## src/rtl/core/tsa_pkg.sv

```systemverilog
// Shared types, widths and codes for the triangle stiffness assembly block.
package tsa_pkg;

    localparam int NODES_DEFAULT = 64;
    localparam int NODE_W = 6;
    localparam int COORD_W = 16;
    localparam int DIFF_W = 17;
    localparam int PROD_W = 34;
    localparam int DET_W = 35;
    localparam int VAL_W = 32;
    localparam int QUO_W = 35;
    localparam int DIV_W = 70;
    localparam int BPROD_W = 64;
    localparam int QUEUE_DEPTH = 2;

    localparam logic signed [VAL_W-1:0] ONE_Q16 = 32'sd65536;
    localparam logic signed [VAL_W-1:0] VAL_MAX = 32'sh7FFF_FFFF;
    localparam logic signed [VAL_W-1:0] VAL_MIN = 32'sh8000_0000;

    localparam logic [1:0] STATUS_OK = 2'd0;
    localparam logic [1:0] STATUS_DEGEN = 2'd1;
    localparam logic [1:0] STATUS_SAT = 2'd2;

    typedef enum logic [1:0] {
        MODE_ADD   = 2'd0,
        MODE_BOUND = 2'd1,
        MODE_READ  = 2'd2,
        MODE_NONE  = 2'd3
    } mode_t;

    typedef struct packed {
        mode_t                     mode;
        logic signed [DIFF_W-1:0]  b0;
        logic signed [DIFF_W-1:0]  b1;
        logic signed [DIFF_W-1:0]  b2;
        logic signed [DIFF_W-1:0]  c0;
        logic signed [DIFF_W-1:0]  c1;
        logic signed [DIFF_W-1:0]  c2;
        logic [NODE_W-1:0]         n0;
        logic [NODE_W-1:0]         n1;
        logic [NODE_W-1:0]         n2;
        logic                      ok0;
        logic                      ok1;
        logic                      ok2;
        logic signed [VAL_W-1:0]   voltage;
    } item_t;

    typedef enum logic [4:0] {
        S_CLEAR,
        S_IDLE,
        S_DET0,
        S_DET1,
        S_DET2,
        S_NUM0,
        S_NUM1,
        S_NUM2,
        S_DIVINIT,
        S_DIV,
        S_KE,
        S_ACCRD,
        S_ACCWR,
        S_ACCNEXT,
        S_BINIT,
        S_BRD,
        S_BMUL,
        S_BSUB,
        S_BROW,
        S_RDREQ,
        S_RDDATA,
        S_DONE
    } seq_state_t;

endpackage

```

## src/rtl/core/tsa_front.sv

```systemverilog
// Front end: accepts transactions, forms edge differences and node range flags.
module tsa_front
    import tsa_pkg::*;
#(
    parameter int NODES = NODES_DEFAULT
)
(
    input  logic                      item_valid,
    output logic                      item_stall,
    input  logic [1:0]                mode,
    input  logic signed [COORD_W-1:0] x_first,
    input  logic signed [COORD_W-1:0] y_first,
    input  logic signed [COORD_W-1:0] x_second,
    input  logic signed [COORD_W-1:0] y_second,
    input  logic signed [COORD_W-1:0] x_third,
    input  logic signed [COORD_W-1:0] y_third,
    input  logic [NODE_W-1:0]         node_first,
    input  logic [NODE_W-1:0]         node_second,
    input  logic [NODE_W-1:0]         node_third,
    input  logic signed [VAL_W-1:0]   voltage,
    input  logic                      clearing,
    input  logic                      queue_full,
    output logic                      push,
    output item_t                     entry
);

    assign item_stall = queue_full || clearing;
    assign push = item_valid && !item_stall;

    always_comb
    begin
        entry.mode = mode_t'(mode);
        entry.b0 = DIFF_W'(y_second) - DIFF_W'(y_third);
        entry.b1 = DIFF_W'(y_third) - DIFF_W'(y_first);
        entry.b2 = DIFF_W'(y_first) - DIFF_W'(y_second);
        entry.c0 = DIFF_W'(x_third) - DIFF_W'(x_second);
        entry.c1 = DIFF_W'(x_first) - DIFF_W'(x_third);
        entry.c2 = DIFF_W'(x_second) - DIFF_W'(x_first);
        entry.n0 = node_first;
        entry.n1 = node_second;
        entry.n2 = node_third;
        entry.ok0 = 32'(node_first) < 32'(NODES);
        entry.ok1 = 32'(node_second) < 32'(NODES);
        entry.ok2 = 32'(node_third) < 32'(NODES);
        entry.voltage = voltage;
    end

endmodule

```

## config.mk

```make
export PLATFORM = sky130hd
export DESIGN_NAME = tsa_front
export DESIGN_NICKNAME = d
export VERILOG_FILES = /design/src/rtl/core/tsa_pkg.sv /design/src/rtl/core/tsa_front.sv
export SDC_FILE = /design/constraint.sdc
export NUM_CORES = 1
export LEC_CHECK = 0
export BUFFER_PORTS_ARGS = -buffer_cell sky130_fd_sc_hd__buf_4
export CAP_MARGIN = 20
export CORE_AREA = 5 5 116 118
export DETAILED_ROUTE_END_ITERATION = 6
export DIE_AREA = 0 0 121 123
export PLACE_DENSITY = 0.9
export SETUP_SLACK_MARGIN = 0.4
export SYNTH_ARGS = -nofsm -noshare
export SYNTH_HDL_FRONTEND = slang
export SYNTH_SLANG_ARGS = --single-unit
```

## constraint.sdc

```tcl
create_clock -name vclk -period 8
set_clock_uncertainty 0.2 [all_clocks]
set_input_delay 1.6 -clock vclk [all_inputs]
set_output_delay 1.6 -clock vclk [all_outputs]
set_load 0.005 [all_outputs]
```

==> impl_metrics.py <==
metrics = {
    "floorplan": {
        "io_pins": 310,
        "coreArea_sq_um": 12400,
        "fp.dieH_um": 123,
        "die_w_um": 121,
        "initial_core_util_pct": 42.8,
        "rows": 41,
        "dieArea_sq_um": 14900,
    },
    "synthesis": {
        "syn_area_sq_um": 5300,
        "synth_warnings": 0,
        "seq_area_frac_synth_pct": 0,
        "synth_xor_area_share_pct": 11.4,
        "synth_top_cell_by_area": "ha_1",
        "synth.top_cell.area_share_pct": 22.7,
        "synth_compound_area_share_pct": 27.1,
        "netlist_instances": 786,
        "synth-simple-area-share_pct": 18.2,
        "yosys-top-cells-count": "inv_1 (130), ha_1 (96), a21oi_1 (73)",
        "synthTopCellsByArea": "ha_1 (23%), xnor2_1 (9.4%), inv_1 (9.2%)",
        "synthMuxAreaShare_pct": 0.567,
        "synth_most_common_cell": "inv_1",
        "synth_top_family_by_area": "compound AO/OA/AOI/OAI gates",
        "synth_cell_types": 63,
        "syn_avg_cell_area_sq_um": 6.74,
        "synth-adder-area-share_pct": 24.9,
    },
    "final_layout": {
        "ff_latch_area_sq_um": 0,
        "fillers": 1203,
        "diodes": 0,
        "nets": 1182,
        "areaGrowthSynthToFinish_pct": 24.5,
        "final_cells": 1099,
        "seq_cell_count": 0,
        "drive_gt1_share_pct": 24.1,
        "clock_buffers": 0,
    },
    "place": {
        "dp.cells": 1099,
        "port_buffers": 203,
        "dp_hpwl_mm": 14.5,
        "globalplace.congestion": 0.929,
    },
    "pwr": {
        "ir_drop_uv": 43.5,
        "p_leak_nw": 3.53,
        "power_density_nw_per_um2": 96.6,
    },
    "sta": {
        "fmax_ghz": 0.181,
        "tightest_slew_ps": 505,
        "setup_viol": 0,
        "post-route-period-util_pct": 69.0,
        "finalHoldViolCount": 0,
        "slew_headroom_pct": 66.3,
        "final_max_slew_viol_count": 0,
        "setup_tns_ps": 0,
        "grt_setup_unrepaired": "false",
        "fin_crit_ps": 5520,
    },
    "route": {
        "first_pass_iters": 5,
        "ant_nets": 0,
        "wl_per_cell_um": 14.9,
        "viasPerCell": 5.31,
        "wl_mm": 16.4,
        "vias": 5832,
        "drc": 0,
        "drt-initial-drc-count": 359,
    },
    "global_route": {
        "grt_pass1_wl_mm": 25.6,
        "grt_pass1_vias": 5448,
        "antenna_found_initial": 0,
        "grt_util_all_layers_pct": 20.4,
        "grt_max_degree": 10,
        "grt_overflow": 0,
    },
    "clocking": {
        "ctsHoldBuffers": 0,
        "cts_setup_buffers": 0,
        "cts_resized": 0,
    },
    "job": {
        "cap_violations": 0,
    },
    "min_path": {
        "hold_path.startpoint": "voltage[12]",
        "hold_path.class": "primary input to output pin",
    },
    "critical_path": {
        "critical_path.endpoint": "entry[97]",
        "cp.required_ps": 6200,
        "path_max_fanout": 3,
        "critPathKind": "primary input to output pin",
        "end_kind": "output pin",
        "arrival_ps": 3720,
        "crit_start": "x_second[0]",
        "worstSetupStartpointType": "primary input",
    },
    "run_status": {
        "status": "complete, no violations",
    },
}
## worst min path at each step
stage	endpoint	slack, ps	cells after the start
after floorplan	push	3070	2
after global placement	entry[10]	3000	0
after detailed placement	entry[10]	3000	0
after CTS	entry[10]	3000	0
after global routing	entry[156]	3000	0
final	entry[12]	3000	0
## worst max-delay path, stage by stage
cell       delay [ps]
buf_4             110
ha_1              220
fa_1              410
nand2b_1          190
a21oi_1           220
nor2_1            120
o21ai_2           210
a2111oi_0         120
or3b_1            380
buf_4             150
## logic make-up after synthesis
family,count (synthesis)
mux,3
compound gates,216
xor+xnor,69
fa+ha+maj,102
simple gates,201
buf+inv,194
other cells,1
## where the power goes
| part | leakage, nW | switching (mW) | internal, mW | total (mW) |
|---|---|---|---|---|
| clock | 0 | 0 | 0 | 0 |
| sequential | 0 | 0 | 0 | 0 |
| combinational | 3.53 | 0.311 | 0.326 | 0.637 |
## stage by stage
stage / setup WS, ps / util, % / instance area [sq um] / hold slack (ps) / total power, mW
after global routing: 2260 / 53.3 / 6600 / 3000 / 0.701
after detailed placement: 2530 / 53.3 / 6600 / 3000 / 0.635
final: 2480 / 53.3 / 6600 / 3000 / 0.637
after global placement: 2510 / 53.3 / 6600 / 3000 / 0.626
after floorplan: 2930 / - / 5310 / 3070 / 0.372
after CTS: 2500 / 53.3 / 6600 / 3000 / 0.638
## per-layer routing
metal	track usage, %	wire length [um]	up-vias
li1	-	-	2952
met1	25.2	6730	2614
met2	37.3	8060	229
met3	4.03	1320	37
met4	2.90	262	0
met5	0	0	-
## layout make-up
| type | count | area, sq um | share of cell area [%] |
|---|---|---|---|
| inverters | 130 | 488 | 7.40 |
| multi-input cells | 594 | 4370 | 66.2 |
| well taps | 172 | 215 | 3.26 |
| repair buffers | 203 | 1520 | 23.1 |
## cell usage in the layout, fill, tap and decap left out, types with 3 or more instances in the layout
master,Yosys,final
buf_4,55,203
inv_1,130,130
ha_1,96,96
a21oi_1,73,73
nor2_1,58,58
xnor2_1,57,57
nand2_1,53,53
o21ai_0,30,30
nand3_1,19,19
a21o_1,16,16
o21a_1,16,16
nor2b_1,15,15
xor2_1,12,12
nand2b_1,11,11
nand4_1,11,11
nor3_1,10,10
a31oi_1,8,8
o211ai_1,7,7
o21bai_1,7,7
o21ai_1,6,6
and3_1,6,6
a211oi_1,6,6
o31a_1,6,6
fa_1,6,6
o31ai_1,5,5
nor4_1,5,5
o22ai_1,4,4
o21ai_2,4,4
a211oi_2,4,4
a41oi_1,3,3
mux2i_1,3,3
conb_1,1,3
Note: power is estimated with default switching activity, not from simulation.
