[src/rtl/core/tsa_pkg.sv]
// Shared types, widths and codes for the triangle stiffness assembly block.
package tsa_pkg;

    localparam int NODES_DEFAULT = 64;
    localparam int NODE_W = 6;
    localparam int COORD_W = 16;
    localparam int DIFF_W = 17;
    localparam int PROD_W = 34;
    localparam int DET_W = 35;
    localparam int VAL_W = 32;
    localparam int QUO_W = 35;
    localparam int DIV_W = 70;
    localparam int BPROD_W = 64;
    localparam int QUEUE_DEPTH = 2;

    localparam logic signed [VAL_W-1:0] ONE_Q16 = 32'sd65536;
    localparam logic signed [VAL_W-1:0] VAL_MAX = 32'sh7FFF_FFFF;
    localparam logic signed [VAL_W-1:0] VAL_MIN = 32'sh8000_0000;

    localparam logic [1:0] STATUS_OK = 2'd0;
    localparam logic [1:0] STATUS_DEGEN = 2'd1;
    localparam logic [1:0] STATUS_SAT = 2'd2;

    typedef enum logic [1:0] {
        MODE_ADD   = 2'd0,
        MODE_BOUND = 2'd1,
        MODE_READ  = 2'd2,
        MODE_NONE  = 2'd3
    } mode_t;

    typedef struct packed {
        mode_t                     mode;
        logic signed [DIFF_W-1:0]  b0;
        logic signed [DIFF_W-1:0]  b1;
        logic signed [DIFF_W-1:0]  b2;
        logic signed [DIFF_W-1:0]  c0;
        logic signed [DIFF_W-1:0]  c1;
        logic signed [DIFF_W-1:0]  c2;
        logic [NODE_W-1:0]         n0;
        logic [NODE_W-1:0]         n1;
        logic [NODE_W-1:0]         n2;
        logic                      ok0;
        logic                      ok1;
        logic                      ok2;
        logic signed [VAL_W-1:0]   voltage;
    } item_t;

    typedef enum logic [4:0] {
        S_CLEAR,
        S_IDLE,
        S_DET0,
        S_DET1,
        S_DET2,
        S_NUM0,
        S_NUM1,
        S_NUM2,
        S_DIVINIT,
        S_DIV,
        S_KE,
        S_ACCRD,
        S_ACCWR,
        S_ACCNEXT,
        S_BINIT,
        S_BRD,
        S_BMUL,
        S_BSUB,
        S_BROW,
        S_RDREQ,
        S_RDDATA,
        S_DONE
    } seq_state_t;

endpackage

[src/rtl/core/tsa_queue.sv]
// Two-entry queue between the front end and the sequencer.
module tsa_queue
    import tsa_pkg::*;
(
    input  logic  clk,
    input  logic  rst_n,
    input  logic  push,
    input  item_t push_data,
    input  logic  pop,
    output item_t head,
    output logic  empty,
    output logic  full
);

    item_t slot_reg [QUEUE_DEPTH];
    logic  wr_ptr_reg;
    logic  rd_ptr_reg;
    logic [1:0] count_reg;

    assign empty = count_reg == 2'd0;
    assign full = count_reg == 2'(QUEUE_DEPTH);
    assign head = slot_reg[rd_ptr_reg];

    always_ff @(posedge clk or negedge rst_n)
    begin
        if (!rst_n)
        begin
            wr_ptr_reg <= 1'b0;
            rd_ptr_reg <= 1'b0;
            count_reg <= 2'd0;
        end
        else
        begin
            if (push)
            begin
                wr_ptr_reg <= !wr_ptr_reg;
            end
            if (pop)
            begin
                rd_ptr_reg <= !rd_ptr_reg;
            end
            if (push && !pop)
            begin
                count_reg <= count_reg + 2'd1;
            end
            else if (pop && !push)
            begin
                count_reg <= count_reg - 2'd1;
            end
        end
    end

    always_ff @(posedge clk)
    begin
        if (push)
        begin
            slot_reg[wr_ptr_reg] <= push_data;
        end
    end

endmodule

[config.mk]
export PLATFORM = sky130hd
export DESIGN_NAME = tsa_queue
export DESIGN_NICKNAME = d
export VERILOG_FILES = /design/src/rtl/core/tsa_pkg.sv /design/src/rtl/core/tsa_queue.sv
export SDC_FILE = /design/constraint.sdc
export NUM_CORES = 1
export LEC_CHECK = 0
export ABC_CLOCK_PERIOD_IN_PS = 12200
export BUFFER_PORTS_ARGS = -buffer_cell sky130_fd_sc_hd__buf_2
export CORE_ASPECT_RATIO = 1.75
export CORE_UTILIZATION = 56
export CTS_BUF_LIST = sky130_fd_sc_hd__clkbuf_8 sky130_fd_sc_hd__clkbuf_16
export CTS_CLUSTER_DIAMETER = 40
export DETAILED_ROUTE_END_ITERATION = 10
export PLACE_DENSITY = 0.84
export RECOVER_POWER = 25
export SLEW_MARGIN = 20
export SYNTH_ARGS = -nofsm -noshare
export SYNTH_HDL_FRONTEND = slang
export SYNTH_SLANG_ARGS = --single-unit
[constraint.sdc]
create_clock -name clk -period 12.2 [get_ports clk]
set_input_delay 2.44 -clock clk [delete_from_list [all_inputs] [get_ports clk]]
set_output_delay 2.44 -clock clk [all_outputs]
set_load 0.05 [all_outputs]
==> summary.txt <==
Placement
  – GP Congestion: 0.7878
  – HPWL after DPL: 15,260 um
  – PortBufs: 319

Logic synthesis
  – Most frequent cell after synthesis: edfxtp_1
  – Largest family of logic cells by synthesized area: multiplexers
  – Post-Synth Simple-Gate Area: 0.2199%
  – Most frequent cells after synthesis: 314 x edfxtp_1, 101 x mux2_4, 56 x mux2_2, 14 x buf_6
  – Synth unique cells: 14
  – Synth Instances: 505
  – Yosys top cell by area: edfxtp_1
  – Top cells by area, synth: edfxtp_1 79%, mux2_4 13%, mux2_2 5.3%
  – Top_reg_cell synth: edfxtp_1
  – Post-synthesis mux area share: 17.97%
  – Avg Inst Size Synth: 23.66 sq um
  – Synth Warn #: 0
  – Register area share after synthesis: 79.74%
  – Synth Area in Compound Gates: 0%
  – Post-synthesis xor/xnor area fraction: 0.3665%
  – Ys async rst share: 1.258%
  – Yosys top cell area share: 78.90%
  – Number of enable flip-flop cells after synthesis: 314
  – Cell area after synthesis: 11,950 sq um
  – Synthesized flop and latch total: 318
  – Post-Synthesis Net Count: 667
  – Area share of fa/ha/maj cells after synthesis: 0.1047%

Detailed routing
  – Drt pass-1 iters: 6
  – Metal3 WL: 1355 um
  – Final wirelength: 22,770 um
  – Metal-1 WL: 7726 um
  – DR vias/cell: 5.231
  – Via count: 5,874
  – Drt drc: 0
  – Initial drt markers: 348
  – Highest Signal Layer: met5
  – Routed Antenna Nets: 0
  – WL per Instance: 20.27 um
  – Wire length on met2: 12,670 um

Setup path
  – Crit-path cells: buf_4, buf_4, mux2_2, buf_2
  – WS Path Type: reg -> out
  – Slowest-stage cell, CP: dfrtp_4
  – Worst path buffer plus inverter count: 3
  – Most used cell, CP: buf_4
  – Startpoint Class: flop
  – Worst EP arrival: 3.85 ns
  – CP max FO: 62
  – Crit-path max cell delay: 0.95 ns
  – CP required: 9.76 ns
  – CP endpoint kind: output pin
  – Crit-path leading delay family: buffers and inverters

Power
  – Sw Share: 39.15%
  – VDD IR max: 0.0001903 V
  – P_sw: 1653 uW
  – Share of power burned in registers: 36.7%
  – Clock power share: 23.5%
  – Int Pwr: 2568 uW
  – Logic gate share of total power: 39.8%
  – Pleak: 0.005854 uW
  – Pwr/cell area: 285.3 nW/um^2

Die
  – Core Area: 20,930 sq um
  – Die Ht: 195.2 um
  – Rows: 70
  – Die ar.: 21,950 sq um
  – IO Pins: 320
  – Die X-Extent: 112.4 um
  – Initial Util: 57.09%

STA
  – Setup TNS: 0 ns
  – Max-slew violation count: 0
  – Skew final: 0.01132 ns
  – Tightest Pin Transition: 1.019 ns
  – RSZ-0062 raised after global routing: false
  – Final hold vios: 0
  – Setup violators final: 0
  – Max Fclk: 159.0 MHz
  – Tcrit/Tclk final: 51.54%
  – Fin crit period: 6.287 ns
  – Relative slew margins: 32.09%

GRT
  – Antenna violations before repair: 10
  – Largest net degree at the start of global routing: 68
  – Global-route wire length before repair: 33,670 um
  – Global-route usage over all layers: 20.60%
  – GRT Residual Overflow: 0
  – Vias in the first global route: 6,300

Finish
  – Layout Utilization: 70.67%
  – Share of layout cells above drive strength 1: 59.65%
  – Final net count: 1,005
  – Fillers: 1,296
  – Register area: 9533 sq um
  – Max reg flops: 314
  – Area occupied by multi-input gates: 2240 sq um
  – Syn-to-layout area delta: 23.79%

Job
  – Maxcap violations: 0

Clock network
  – CTS Buffer Depth: 3
  – Root buf cell: clkbuf_16
  – CTS tree: built
  – CTS sink count: 318
  – CTS buffer count: 29
  – Clk_lat worst skew: 0.54 ns
  – Post-CTS sizing: 0
  – # Post-CTS Setup Buffers: 0
  – CTS Hold Bufs: 0
  – Clock transition at the registers of the reported paths: 0.07 ns
  – CTS H-tree lvls: 1

Run status
  – Status: finished clean

Hold path
  – Worst min path class: reg -> reg
-- metrics by stage --
step	power, uW	setup WS (ns)	cell area [sq um]	cells	hold WS [ns]
6_report	4221	5.913	14790	1123	0.5195
5_1_grt	4360	5.673	14790	1123	0.5384
4_1_cts	4261	5.794	14800	1117	0.5228
3_5_place_dp	3268	6.339	13730	1064	0.4894
3_3_place_gp	3234	6.440	13730	1064	0.4795
2_1_floorplan	3000	2.279	11950	505	0.4555
-- worst paths after layout --
| kind | endpoint | cells after the start | start | slack, ns |
|---|---|---|---|---|
| max | head[0] | 4 | rd_ptr_reg | 5.91 |
| min | count_reg[1] | 1 | count_reg[1] | 0.52 |
| max reg2reg | slot_reg[0][96] | 2 | wr_ptr_reg | 9.70 |
| min reg2reg | count_reg[1] | 1 | count_reg[1] | 0.52 |
| max in group asynchronous | rd_ptr_reg | 1 | rst_n | 10.25 |
| min in group asynchronous | wr_ptr_reg | 1 | rst_n | 1.73 |
-- cells by family (layout without fill, tap and decap cells) --
kind of cell | after synthesis | count (layout)
DFF | 318 | 318
muxes | 157 | 157
buffers and inverters | 19 | 379
xor gates and xnor gates | 5 | 5
and+or+nand+nor | 5 | 5
adders and majority gates | 1 | 1
other | 0 | 6
-- final cells by class --
cell class	instances	share of cell area (%)
inverters	1	0.02537
well taps	252	2.131
multi-input cells	168	15.14
flip-flops and latches	318	64.44
clock inverters	24	2.301
clock buffers	29	4.906
repair buffers	325	10.95
diodes	6	0.1015
-- per-layer routing --
| metal | vias up | track usage (%) |
|---|---|---|
| met5 | - | 0 |
| met4 | 8 | 10.96 |
| met3 | 54 | 4.469 |
| met2 | 222 | 38.60 |
| met1 | 2891 | 21.10 |
| li1 | 2699 | - |
-- layout by cell type (no fill, tap or decap), drive strengths merged --
master    instances
mux2            157
buf             309
clkinv           10
clkbuf           45
diode             6
xnor2             1
and2              1
dfrtp             4
ha                1
edfxtp          314
inv               5
bufinv            8
clkinvlp          2
nor2b             2
nor2              2
xor2              4
-- worst reg2reg max path, cell delays in order, from the launching register on --
cell and delay [ns]:
dfrtp_1 0.43, nor2b_4 0.80, buf_4 0.83
-- power groups by stage --
| stage | clock network, uW | logic (uW) | registers (uW) |
|---|---|---|---|
| 2_1_floorplan | 0 | 1450 | 1550 |
| 3_5_place_dp | 0 | 1700 | 1570 |
| 4_1_cts | 1010 | 1700 | 1550 |
| 3_3_place_gp | 0 | 1680 | 1560 |
| 5_1_grt | 1050 | 1750 | 1570 |
| 6_report | 992 | 1680 | 1550 |
Power figures use the tool's default switching activity.
